===== src/hdl/hde_pkg.sv =====
// shared types, codes and tables for the http date to epoch seconds block
package hde_pkg;

  typedef enum logic [3:0] {
    OP_NONE,
    OP_DAY_FIRST,
    OP_DAY_NEXT,
    OP_MON_FIRST,
    OP_MON_SECOND,
    OP_MON_THIRD,
    OP_YEAR_FIRST,
    OP_YEAR_NEXT,
    OP_YEAR_850,
    OP_HOUR_FIRST,
    OP_HOUR_NEXT,
    OP_MIN_FIRST,
    OP_MIN_NEXT,
    OP_SEC_FIRST,
    OP_SEC_NEXT
  } hde_op_t;

  typedef struct packed {
    logic is_digit;
    logic is_space;
    logic is_comma;
    logic is_dash;
    logic is_colon;
    logic is_month_lead;
  } hde_status_t;

  typedef struct packed {
    hde_op_t op;
    logic    calc1;
    logic    calc2;
    logic    calc3;
    logic    fail;
  } hde_cmd_t;

  localparam int unsigned SecsW = 39;
  localparam int unsigned DaysW = 24;

  function automatic logic [4:0] month_len(input logic [3:0] mn);
    logic [4:0] r;
    case (mn)
      4'd0:    r = 5'd31;
      4'd1:    r = 5'd28;
      4'd2:    r = 5'd31;
      4'd3:    r = 5'd30;
      4'd4:    r = 5'd31;
      4'd5:    r = 5'd30;
      4'd6:    r = 5'd31;
      4'd7:    r = 5'd31;
      4'd8:    r = 5'd30;
      4'd9:    r = 5'd31;
      4'd10:   r = 5'd30;
      4'd11:   r = 5'd31;
      default: r = 5'd0;
    endcase
    return r;
  endfunction

  // month term of the march-based day count, 367 * m / 12 with m = 1 for march
  function automatic logic [8:0] month_offset(input logic [3:0] mn);
    logic [8:0] r;
    case (mn)
      4'd0:    r = 9'd336;
      4'd1:    r = 9'd367;
      4'd2:    r = 9'd30;
      4'd3:    r = 9'd61;
      4'd4:    r = 9'd91;
      4'd5:    r = 9'd122;
      4'd6:    r = 9'd152;
      4'd7:    r = 9'd183;
      4'd8:    r = 9'd214;
      4'd9:    r = 9'd244;
      4'd10:   r = 9'd275;
      4'd11:   r = 9'd305;
      default: r = 9'd0;
    endcase
    return r;
  endfunction

endpackage


===== src/hdl/http_date_to_epoch_seconds_core.sv =====
// top level: http date string to seconds since 1970
//
//  channel  dir  handshake             payload
//  in       in   in_tvalid/in_tready   in_tdata char_byte, in_tlast last_char
//  out      out  out_tvalid/out_tready out_tdata date_error, epoch_seconds
//  cfg      in   cfg_wr_en             cfg_wr_data limit_year_2038
//
// one character a cycle while in_tready is high; in_tready drops while the last
// character's conversion runs (quotients, day count, seconds multiply, in that
// order), after which the result word is loaded
// the result register frees the input side: the next string streams in while
// the word waits, and only the final conversion step waits on out_tready
// synchronous active-low reset clears the parser, phase and limit register
module http_date_to_epoch_seconds_core (
  input  logic        clk,
  input  logic        rst_n,
  input  logic        in_tvalid,
  output logic        in_tready,
  input  logic [7:0]  in_tdata,   // [7:0] char_byte
  input  logic        in_tlast,
  output logic        out_tvalid,
  input  logic        out_tready,
  output logic [39:0] out_tdata,  // [0] date_error, [39:1] epoch_seconds
  input  logic        cfg_wr_en,
  input  logic        cfg_wr_data
);
  import hde_pkg::*;

  hde_status_t status;
  hde_cmd_t    cmd;

  hde_ctrl u_ctrl (
    .clk        (clk),
    .rst_n      (rst_n),
    .in_tvalid  (in_tvalid),
    .in_tlast   (in_tlast),
    .in_tready  (in_tready),
    .out_tvalid (out_tvalid),
    .out_tready (out_tready),
    .status     (status),
    .cmd        (cmd)
  );

  hde_dpath u_dpath (
    .clk         (clk),
    .rst_n       (rst_n),
    .in_char     (in_tdata),
    .cfg_wr_en   (cfg_wr_en),
    .cfg_wr_data (cfg_wr_data),
    .cmd         (cmd),
    .status      (status),
    .out_word    (out_tdata)
  );

endmodule


===== src/hdl/hde_dpath.sv =====
// datapath: character decode, date fields and the epoch conversion
module hde_dpath (
  input  logic                clk,
  input  logic                rst_n,
  input  logic [7:0]          in_char,
  input  logic                cfg_wr_en,
  input  logic                cfg_wr_data,
  input  hde_pkg::hde_cmd_t   cmd,
  output hde_pkg::hde_status_t status,
  output logic [39:0]         out_word
);
  import hde_pkg::*;

  logic        limit_r;
  logic [6:0]  day_r, day_nxt;
  logic [3:0]  mon_r, mon_nxt;
  logic [7:0]  let1_r, let2_r;
  logic [13:0] year_r, year_nxt;
  logic [6:0]  hour_r, hour_nxt;
  logic [6:0]  min_r, min_nxt;
  logic [6:0]  sec_r, sec_nxt;

  logic [3:0]  dig;
  logic [13:0] year_x10;
  logic [3:0]  mon_third;

  // conversion pipeline
  logic signed [14:0] y_r, y_c;
  logic [13:0] ypos_r, ypos_c;
  logic [7:0]  yq_r, yrq_r;
  logic [26:0] yq_prod, yrq_prod;
  logic [16:0] tod_r, tod_c;
  logic        ok1_r, ok1_c, feb29_r;
  logic        ok2_r, leap;
  logic signed [DaysW-1:0] days_r, days_c;
  logic        out_err_r;
  logic signed [SecsW-1:0] out_secs_r, secs_c;

  assign dig = in_char[3:0];
  assign status.is_digit      = (in_char >= 8'h30) && (in_char <= 8'h39);
  assign status.is_space      = (in_char == 8'h20);
  assign status.is_comma      = (in_char == 8'h2c);
  assign status.is_dash       = (in_char == 8'h2d);
  assign status.is_colon      = (in_char == 8'h3a);
  assign status.is_month_lead = (in_char == "J") || (in_char == "F") || (in_char == "M") ||
                                (in_char == "A") || (in_char == "S") || (in_char == "O") ||
                                (in_char == "N") || (in_char == "D");

  assign year_x10 = 14'({year_r, 3'b000} + {year_r, 1'b0} + 17'(dig));

  always_comb begin
    case (let1_r)
      "J":     mon_third = (let2_r == "a") ? 4'd0 : (in_char == "n") ? 4'd5 : 4'd6;
      "F":     mon_third = 4'd1;
      "M":     mon_third = (in_char == "r") ? 4'd2 : 4'd4;
      "A":     mon_third = (let2_r == "p") ? 4'd3 : 4'd7;
      "S":     mon_third = 4'd8;
      "O":     mon_third = 4'd9;
      "N":     mon_third = 4'd10;
      default: mon_third = 4'd11;
    endcase
  end

  always_comb begin
    day_nxt  = day_r;
    mon_nxt  = mon_r;
    year_nxt = year_r;
    hour_nxt = hour_r;
    min_nxt  = min_r;
    sec_nxt  = sec_r;
    case (cmd.op)
      OP_DAY_FIRST:  day_nxt  = 7'(dig);
      OP_DAY_NEXT:   day_nxt  = 7'({day_r, 3'b000} + {day_r, 1'b0} + 10'(dig));
      OP_MON_THIRD:  mon_nxt  = mon_third;
      OP_YEAR_FIRST: year_nxt = 14'(dig);
      OP_YEAR_NEXT:  year_nxt = year_x10;
      OP_YEAR_850:   year_nxt = year_x10 + ((year_x10 < 14'd70) ? 14'd2000 : 14'd1900);
      OP_HOUR_FIRST: hour_nxt = 7'(dig);
      OP_HOUR_NEXT:  hour_nxt = 7'({hour_r, 3'b000} + {hour_r, 1'b0} + 10'(dig));
      OP_MIN_FIRST:  min_nxt  = 7'(dig);
      OP_MIN_NEXT:   min_nxt  = 7'({min_r, 3'b000} + {min_r, 1'b0} + 10'(dig));
      OP_SEC_FIRST:  sec_nxt  = 7'(dig);
      OP_SEC_NEXT:   sec_nxt  = 7'({sec_r, 3'b000} + {sec_r, 1'b0} + 10'(dig));
      default: ;
    endcase
  end

  always_ff @(posedge clk) begin
    if (!rst_n) begin
      limit_r <= 1'b0;
    end else if (cfg_wr_en) begin
      limit_r <= cfg_wr_data;
    end
  end

  always_ff @(posedge clk) begin
    day_r  <= day_nxt;
    mon_r  <= mon_nxt;
    year_r <= year_nxt;
    hour_r <= hour_nxt;
    min_r  <= min_nxt;
    sec_r  <= sec_nxt;
    if (cmd.op == OP_MON_FIRST) let1_r <= in_char;
    if (cmd.op == OP_MON_SECOND) let2_r <= in_char;
  end

  // first step: shifted year, quotients by 100, range checks
  always_comb begin
    y_c = signed'({1'b0, year_r}) - ((mon_r < 4'd2) ? 15'sd1 : 15'sd0);
    ypos_c = y_c[14] ? 14'd0 : y_c[13:0];
    yq_prod  = 27'(ypos_c) * 27'd5243;
    yrq_prod = 27'(year_r) * 27'd5243;
    tod_c = 17'(hour_r * 17'd3600) + 17'(min_r * 17'd60) + 17'(sec_r);
    ok1_c = !cmd.fail && (hour_r <= 7'd23) && (min_r <= 7'd60) && (sec_r <= 7'd60) &&
            !(limit_r && (year_r >= 14'd2038));
    if (!((day_r == 7'd29) && (mon_r == 4'd1)) && (day_r > 7'(month_len(mon_r))))
      ok1_c = 1'b0;
  end

  always_ff @(posedge clk) begin
    if (cmd.calc1) begin
      y_r     <= y_c;
      ypos_r  <= ypos_c;
      yq_r    <= yq_prod[26:19];
      yrq_r   <= yrq_prod[26:19];
      tod_r   <= tod_c;
      ok1_r   <= ok1_c;
      feb29_r <= (day_r == 7'd29) && (mon_r == 4'd1);
    end
  end

  // second step: leap day and day count
  always_comb begin
    leap = (year_r[1:0] == 2'b00) &&
           ((year_r != 14'(yrq_r * 14'd100)) || (yrq_r[1:0] == 2'b00));
    days_c = DaysW'(y_r) * 24'sd365
           + signed'(DaysW'(ypos_r >> 2))
           - signed'(DaysW'(yq_r))
           + signed'(DaysW'(yq_r >> 2))
           + signed'(DaysW'(month_offset(mon_r)))
           + signed'(DaysW'(day_r))
           - 24'sd719499;
  end

  always_ff @(posedge clk) begin
    if (cmd.calc2) begin
      days_r <= days_c;
      ok2_r  <= ok1_r && (!feb29_r || leap);
    end
  end

  assign secs_c = SecsW'(days_r) * 39'sd86400 + signed'(SecsW'(tod_r));

  always_ff @(posedge clk) begin
    if (cmd.calc3) begin
      out_err_r  <= !ok2_r;
      out_secs_r <= ok2_r ? secs_c : '0;
    end
  end

  assign out_word = {out_secs_r, out_err_r};

endmodule


===== src/hdl/hde_ctrl.sv =====
// controller: parse position sequencer and conversion phases
module hde_ctrl (
  input  logic                 clk,
  input  logic                 rst_n,
  input  logic                 in_tvalid,
  input  logic                 in_tlast,
  output logic                 in_tready,
  output logic                 out_tvalid,
  input  logic                 out_tready,
  input  hde_pkg::hde_status_t status,
  output hde_pkg::hde_cmd_t    cmd
);
  import hde_pkg::*;

  typedef enum logic [26:0] {
    POS_WDAY = 27'h0000001, POS_SKIP = 27'h0000002, POS_D1   = 27'h0000004,
    POS_D2   = 27'h0000008, POS_DSEP = 27'h0000010, POS_M1   = 27'h0000020,
    POS_M2   = 27'h0000040, POS_M3   = 27'h0000080, POS_MSEP = 27'h0000100,
    POS_Y1   = 27'h0000200, POS_Y2   = 27'h0000400, POS_Y3   = 27'h0000800,
    POS_Y4   = 27'h0001000, POS_ISP  = 27'h0002000, POS_ID1  = 27'h0004000,
    POS_ID2  = 27'h0008000, POS_TSEP = 27'h0010000, POS_H1   = 27'h0020000,
    POS_H2   = 27'h0040000, POS_C1   = 27'h0080000, POS_MI1  = 27'h0100000,
    POS_MI2  = 27'h0200000, POS_C2   = 27'h0400000, POS_S1   = 27'h0800000,
    POS_S2   = 27'h1000000, POS_YSEP = 27'h2000000, POS_DONE = 27'h4000000
  } pos_t;

  typedef enum logic [3:0] {
    PH_PARSE = 4'b0001,
    PH_CALC1 = 4'b0010,
    PH_CALC2 = 4'b0100,
    PH_CALC3 = 4'b1000
  } phase_t;

  typedef enum logic [1:0] {
    LAY_NONE = 2'd0,
    LAY_822  = 2'd1,
    LAY_850  = 2'd2,
    LAY_ISOC = 2'd3
  } layout_t;

  pos_t    pos_r, pos_nxt, pos_p, eff;
  phase_t  phase_r, phase_nxt;
  layout_t lay_r, lay_nxt, lay_p;
  logic    err_r, err_nxt, err_p;
  logic    fail_r, fail_nxt;
  logic    oval_r, oval_nxt;
  logic    take;
  logic    accept;
  logic    slot_free;
  hde_op_t op_p;

  assign in_tready = (phase_r == PH_PARSE);
  assign accept    = in_tvalid && in_tready;
  assign slot_free = !oval_r || out_tready;
  assign out_tvalid = oval_r;

  // one byte of the date
  always_comb begin
    pos_p = pos_r;
    lay_p = lay_r;
    err_p = err_r;
    op_p  = OP_NONE;
    eff   = pos_r;
    take  = !err_r;
    if (pos_r == POS_SKIP) begin
      if (status.is_space) take = 1'b0;
      else eff = (lay_r == LAY_ISOC) ? POS_M1 : POS_D1;
      pos_p = eff;
    end else if (pos_r == POS_ISP) begin
      eff   = POS_ID1;
      pos_p = POS_ID1;
      if (status.is_space) take = 1'b0;
    end
    if (err_r) pos_p = pos_r;
    if (take) begin
      case (eff)
        POS_WDAY: begin
          if (status.is_comma) begin
            lay_p = LAY_NONE;
            pos_p = POS_SKIP;
          end else if (status.is_space) begin
            lay_p = LAY_ISOC;
            pos_p = POS_SKIP;
          end
        end
        POS_D1, POS_ID1: begin
          if (!status.is_digit) err_p = 1'b1;
          else begin
            op_p  = OP_DAY_FIRST;
            pos_p = (eff == POS_D1) ? POS_D2 : POS_ID2;
          end
        end
        POS_D2: begin
          if (!status.is_digit) err_p = 1'b1;
          else begin
            op_p  = OP_DAY_NEXT;
            pos_p = POS_DSEP;
          end
        end
        POS_DSEP: begin
          if (status.is_space) begin
            lay_p = LAY_822;
            pos_p = POS_M1;
          end else if (status.is_dash) begin
            lay_p = LAY_850;
            pos_p = POS_M1;
          end else err_p = 1'b1;
        end
        POS_M1: begin
          if (!status.is_month_lead) err_p = 1'b1;
          else begin
            op_p  = OP_MON_FIRST;
            pos_p = POS_M2;
          end
        end
        POS_M2: begin
          op_p  = OP_MON_SECOND;
          pos_p = POS_M3;
        end
        POS_M3: begin
          op_p  = OP_MON_THIRD;
          pos_p = POS_MSEP;
        end
        POS_MSEP: begin
          if ((lay_r == LAY_822 && !status.is_space) || (lay_r == LAY_850 && !status.is_dash))
            err_p = 1'b1;
          else pos_p = (lay_r == LAY_ISOC) ? POS_ISP : POS_Y1;
        end
        POS_Y1: begin
          if (!status.is_digit) err_p = 1'b1;
          else begin
            op_p  = OP_YEAR_FIRST;
            pos_p = POS_Y2;
          end
        end
        POS_Y2: begin
          if (!status.is_digit) err_p = 1'b1;
          else if (lay_r == LAY_850) begin
            op_p  = OP_YEAR_850;
            pos_p = POS_TSEP;
          end else begin
            op_p  = OP_YEAR_NEXT;
            pos_p = POS_Y3;
          end
        end
        POS_Y3: begin
          if (!status.is_digit) err_p = 1'b1;
          else begin
            op_p  = OP_YEAR_NEXT;
            pos_p = POS_Y4;
          end
        end
        POS_Y4: begin
          if (!status.is_digit) err_p = 1'b1;
          else begin
            op_p  = OP_YEAR_NEXT;
            pos_p = (lay_r == LAY_ISOC) ? POS_DONE : POS_TSEP;
          end
        end
        POS_ID2: begin
          if (status.is_space) pos_p = POS_H1;
          else if (!status.is_digit) err_p = 1'b1;
          else begin
            op_p  = OP_DAY_NEXT;
            pos_p = POS_TSEP;
          end
        end
        POS_TSEP: begin
          if (!status.is_space) err_p = 1'b1;
          else pos_p = POS_H1;
        end
        POS_H1: begin
          if (!status.is_digit) err_p = 1'b1;
          else begin
            op_p  = OP_HOUR_FIRST;
            pos_p = POS_H2;
          end
        end
        POS_H2: begin
          if (!status.is_digit) err_p = 1'b1;
          else begin
            op_p  = OP_HOUR_NEXT;
            pos_p = POS_C1;
          end
        end
        POS_C1: begin
          if (!status.is_colon) err_p = 1'b1;
          else pos_p = POS_MI1;
        end
        POS_MI1: begin
          if (!status.is_digit) err_p = 1'b1;
          else begin
            op_p  = OP_MIN_FIRST;
            pos_p = POS_MI2;
          end
        end
        POS_MI2: begin
          if (!status.is_digit) err_p = 1'b1;
          else begin
            op_p  = OP_MIN_NEXT;
            pos_p = POS_C2;
          end
        end
        POS_C2: begin
          if (!status.is_colon) err_p = 1'b1;
          else pos_p = POS_S1;
        end
        POS_S1: begin
          if (!status.is_digit) err_p = 1'b1;
          else begin
            op_p  = OP_SEC_FIRST;
            pos_p = POS_S2;
          end
        end
        POS_S2: begin
          if (!status.is_digit) err_p = 1'b1;
          else begin
            op_p  = OP_SEC_NEXT;
            pos_p = (lay_r == LAY_ISOC) ? POS_YSEP : POS_DONE;
          end
        end
        POS_YSEP: begin
          if (!status.is_space) err_p = 1'b1;
          else pos_p = POS_Y1;
        end
        default: ;
      endcase
    end
  end

  always_comb begin
    pos_nxt   = pos_r;
    lay_nxt   = lay_r;
    err_nxt   = err_r;
    fail_nxt  = fail_r;
    phase_nxt = phase_r;
    oval_nxt  = oval_r && !out_tready;
    cmd.op    = accept ? op_p : OP_NONE;
    cmd.calc1 = 1'b0;
    cmd.calc2 = 1'b0;
    cmd.calc3 = 1'b0;
    cmd.fail  = fail_r;
    case (phase_r)
      PH_PARSE: begin
        if (accept) begin
          if (in_tlast) begin
            // string ends: latch the verdict and start over for the next word
            fail_nxt  = (pos_p != POS_DONE) || err_p;
            pos_nxt   = POS_WDAY;
            lay_nxt   = LAY_NONE;
            err_nxt   = 1'b0;
            phase_nxt = PH_CALC1;
          end else begin
            pos_nxt = pos_p;
            lay_nxt = lay_p;
            err_nxt = err_p;
          end
        end
      end
      PH_CALC1: begin
        cmd.calc1 = 1'b1;
        phase_nxt = PH_CALC2;
      end
      PH_CALC2: begin
        cmd.calc2 = 1'b1;
        phase_nxt = PH_CALC3;
      end
      PH_CALC3: begin
        if (slot_free) begin
          cmd.calc3 = 1'b1;
          oval_nxt  = 1'b1;
          phase_nxt = PH_PARSE;
        end
      end
      default: phase_nxt = PH_PARSE;
    endcase
  end

  always_ff @(posedge clk) begin
    if (!rst_n) begin
      pos_r   <= POS_WDAY;
      lay_r   <= LAY_NONE;
      err_r   <= 1'b0;
      fail_r  <= 1'b0;
      phase_r <= PH_PARSE;
      oval_r  <= 1'b0;
    end else begin
      pos_r   <= pos_nxt;
      lay_r   <= lay_nxt;
      err_r   <= err_nxt;
      fail_r  <= fail_nxt;
      phase_r <= phase_nxt;
      oval_r  <= oval_nxt;
    end
  end

endmodule


===== config.mk =====
export PLATFORM = sky130hd
export DESIGN_NAME = http_date_to_epoch_seconds_core
export DESIGN_NICKNAME = d
export VERILOG_FILES = /design/src/hdl/hde_pkg.sv /design/src/hdl/http_date_to_epoch_seconds_core.sv /design/src/hdl/hde_dpath.sv /design/src/hdl/hde_ctrl.sv
export SDC_FILE = /design/constraint.sdc
export NUM_CORES = 2
export LEC_CHECK = 0
export BUFFER_PORTS_ARGS = -buffer_cell sky130_fd_sc_hd__buf_2
export CAP_MARGIN = 10
export CORE_MARGIN = 2
export CORE_UTILIZATION = 45
export CTS_BUF_LIST = sky130_fd_sc_hd__clkbuf_4
export DETAILED_ROUTE_END_ITERATION = 8
export SYNTH_ARGS = -nofsm -noshare
export SYNTH_HDL_FRONTEND = slang
export SYNTH_SLANG_ARGS = --single-unit

===== constraint.sdc =====
create_clock -name clk -period 19.2 [get_ports clk]
set_input_delay 2.88 -clock clk [delete_from_list [all_inputs] [get_ports clk]]
set_output_delay 2.88 -clock clk [all_outputs]
set_load 0.05 [all_outputs]

==> impl_metrics.csv <==
group,metric,value,unit
clocking,cts_root_buffer,"clkbuf_4",
place,hpwl,59.1,mm
critical_path,cpMostUsedCell,"inv_1",
finish,fill_cells,6815,
sta,skew,80.6,ps
critical_path,cp.arrival,9310,ps
synth,synth_cell_types,87,
die,ios,57,
worst_hold_path,hold_end,"u_dpath.out_secs_r[1]",
synth,async_flop_share,0,%
die,die_w,273,microns
power,total_power,1.25,mW
finish,syn_to_final_growth,7.05,%
critical_path,cp_slowest_stage_delay,610,ps
sta,tns,0,ps
critical_path,critical-path-top-delay-family,"adder cells",
worst_hold_path,hp-class,"flop to flop",
clocking,cts_sinks,237,
power,worst_ir_drop_vdd,0.0258,mV
finish,final_core_util,48.7,%
place,gp_congestion,0.947,
place,dpl_cell_area,33800,sq um
drt,vias,22900,
sta,hold_violations,0,
worst_hold_path,holdCritStartpoint,"u_dpath.tod_r[1]",
sta,rsz0062_at_grt,"false",
global_routing,top_usage_layer,"met2",
global_routing,met3_usage,2.64,%
sta,finalCritPeriodShare,45.7,%
sta,max_freq,114,MHz
die,dieArea,74400,sq um
clocking,cts_max_level,3,
critical_path,r2r_end,"u_dpath.yq_r[7]",
critical_path,start_kind,"flop",
place,dp_worst_setup_slack,10430,ps
die,core-area,71500,sq um
global_routing,grtUsageMet2,33.8,%
global_routing,overflow,0,
critical_path,worstReg2RegStart,"u_dpath.mon_r[3]",
synth,postSynthCellCount,3331,
finish,drive_gt1_share,6.81,%
place,portBuffers,56,
global_routing,grtUsageMet1,26.5,%
synth,syn-num-nets,4280,
sta,worst_slew_pin_slew,1150,ps
sta,relSlewSlack,23.4,%
drt,first_iter_violations,1193,
drt,wl,71.2,mm
sta,slew_viol_final,0,
critical_path,critical_path_class,"flop to flop",
finish,stdcell_area,34800,sq um
finish,seqCellArea,6640,sq um
die,start_util,45.5,%
drt,via_per_inst,5.18,
finish,final_nets,4362,
synth,avgSynthCellArea,9.76,sq um
clocking,numCtsBuffers,72,
sta,setup_viol,0,
clocking,cts_max_path_buffers,3,
power,power_leakage,16.7,nW
synth,synth_top_cell_area_share,23.1,%
global_routing,antenna_found_initial,3,
critical_path,startpoint,"u_dpath.mon_r[3]",
synth,yosys_warnings,0,
drt,wl_per_cell,16.1,microns
sta,min_period,8770,ps
clocking,clkTransAtPathRegs,60,ps
die,die_h,273,microns
critical_path,cp-end-kind,"flop",
global_routing,grt_pass1_wl,120,mm
synth,ys_top_cells_by_count,"inv_1, ha_1, fa_1",
die,rows,98,
synth,synth_area,32500,sq um
clocking,cts_tree,"done",
critical_path,cp.required,19730,ps
synth,yosysTopAreaCell,"ha_1",
global_routing,grt_max_degree,63,
clocking,clock_latency,860,ps
global_routing,grt_pass1_vias,23500,
critical_path,rrSetupSlack,10430,ps
power,powerDensity,35.8,nW/um^2
synth,ys_ff_latch,237,
global_routing,grt_usage,19.9,%
sta,setup_ws,10430,ps
worst_hold_path,holdPathStages,1,
clocking,cts_setup_buffers,0,
finish,multi_input_area,23000,sq um
synth,post-synth-top-count-cell,"inv_1",
critical_path,crit_buf_inv,5,
critical_path,crit_slowest_cell,"a2111oi_0",
clocking,cts-resized-gates,0,
clocking,ctsHoldBuffers,0,
flow_run,cap_violations,0,
critical_path,rr_worst_depth,30,
synth,synth-edff-count,189,
drt,dr.pass1.iters,5,
drt,drtAntennaViolNets,0,
synth,ys_seq_area_share,20.4,%
synth,synth_area_leaders,"ha_1, fa_1, edfxtp_1, inv_1, xnor2_1",
run_status,outcome,"finished clean",
critical_path,crit_fanout,15,
synth,synth_ff_type,"edfxtp_1",
drt,drc,0,
-- through the flow --
stage          hold slack [ps]  instances
3_3_place_gp               505       4287
2_1_floorplan              478       3331
5_1_grt                    553       4419
3_5_place_dp               512       4287
6_report                   527       4419
4_1_cts                    530       4414
-- per-layer routing --
layer	share of wire (%)	routed length, microns	up-vias
met5	0	0	-
met3	3.6	2560	149
met1	47	33200	10900
li1	-	-	11400
met2	47	33600	444
met4	2.7	1920	0
-- power breakdown --
group | leakage (nW) | internal, mW | total (mW) | switching [mW]
registers | 1.99 | 0.558 | 0.560 | 0.00238
logic | 14.1 | 0.0673 | 0.156 | 0.0885
clock network | 0.563 | 0.283 | 0.531 | 0.248
total | 16.7 | 0.908 | 1.25 | 0.339
-- worst reg2reg max path: cells and delay by family, from the launching register on --
| kind | cells | cell delay (ps) |
|---|---|---|
| buffers and inverters | 5 | 410 |
| DFF | 1 | 470 |
| xor gates and xnor gates | 1 | 60 |
| and+or+nand+nor | 7 | 1620 |
| adders and majority gates | 8 | 3130 |
| AOI/OAI and AO/OA | 9 | 2830 |
-- logic make-up after synthesis --
| logic type | Yosys count | share of synthesized area, % |
|---|---|---|
| XOR/XNOR | 190 | 5.12 |
| buffers and inverters | 763 | 8.90 |
| multiplexers | 23 | 0.747 |
| AO/OA/AOI/OAI | 476 | 9.74 |
| adder cells (fa/ha/maj) | 934 | 43.7 |
| flip-flops | 237 | 20.4 |
| AND/OR/NAND/NOR | 708 | 11.4 |
-- area by class of cell --
class	count	area share, %
tap	950	3.42
antenna	3	0.0216
sequential	237	19.1
clock buffer	107	2.31
timing repair buffer	68	1.06
inverter	703	7.58
multi-input combinational	2331	66.1
clock inverter	20	0.442
-- cell usage in the layout (no fill, tap or decap), types with 47 or more instances in the layout --
master | netlist | routed
a21o_1 | 53 | 53
a21oi_1 | 115 | 115
buf_2 | 5 | 56
clkbuf_4 | 0 | 108
dfxtp_1 | 48 | 48
edfxtp_1 | 189 | 189
fa_1 | 334 | 334
ha_1 | 600 | 600
inv_1 | 702 | 702
nand2_1 | 157 | 157
nor2_1 | 154 | 154
nor3_1 | 69 | 69
o21ai_0 | 100 | 99
xnor2_1 | 143 | 143
xor2_1 | 47 | 47
-- worst max path at each step --
stage          slack (ps)  cells after the start              end
2_1_floorplan       11600                     31  u_dpath.yq_r[7]
3_3_place_gp        10680                     29  u_dpath.yq_r[7]
3_5_place_dp        10430                     30  u_dpath.yq_r[7]
4_1_cts             10360                     30  u_dpath.yq_r[7]
5_1_grt              9480                     30  u_dpath.yq_r[7]
6_report            10430                     30  u_dpath.yq_r[7]
-- sequential cells by signal, indices dropped and copies added, names as in the netlist, 12 cells and up, named ones only --
name                count
u_dpath.year_r         14
u_ctrl.pos_r           27
u_dpath.out_secs_r     39
u_dpath.days_r         24
u_dpath.y_r            15
u_dpath.tod_r          17
u_dpath.ypos_r         12
Note: power is estimated with default switching activity, not from simulation.
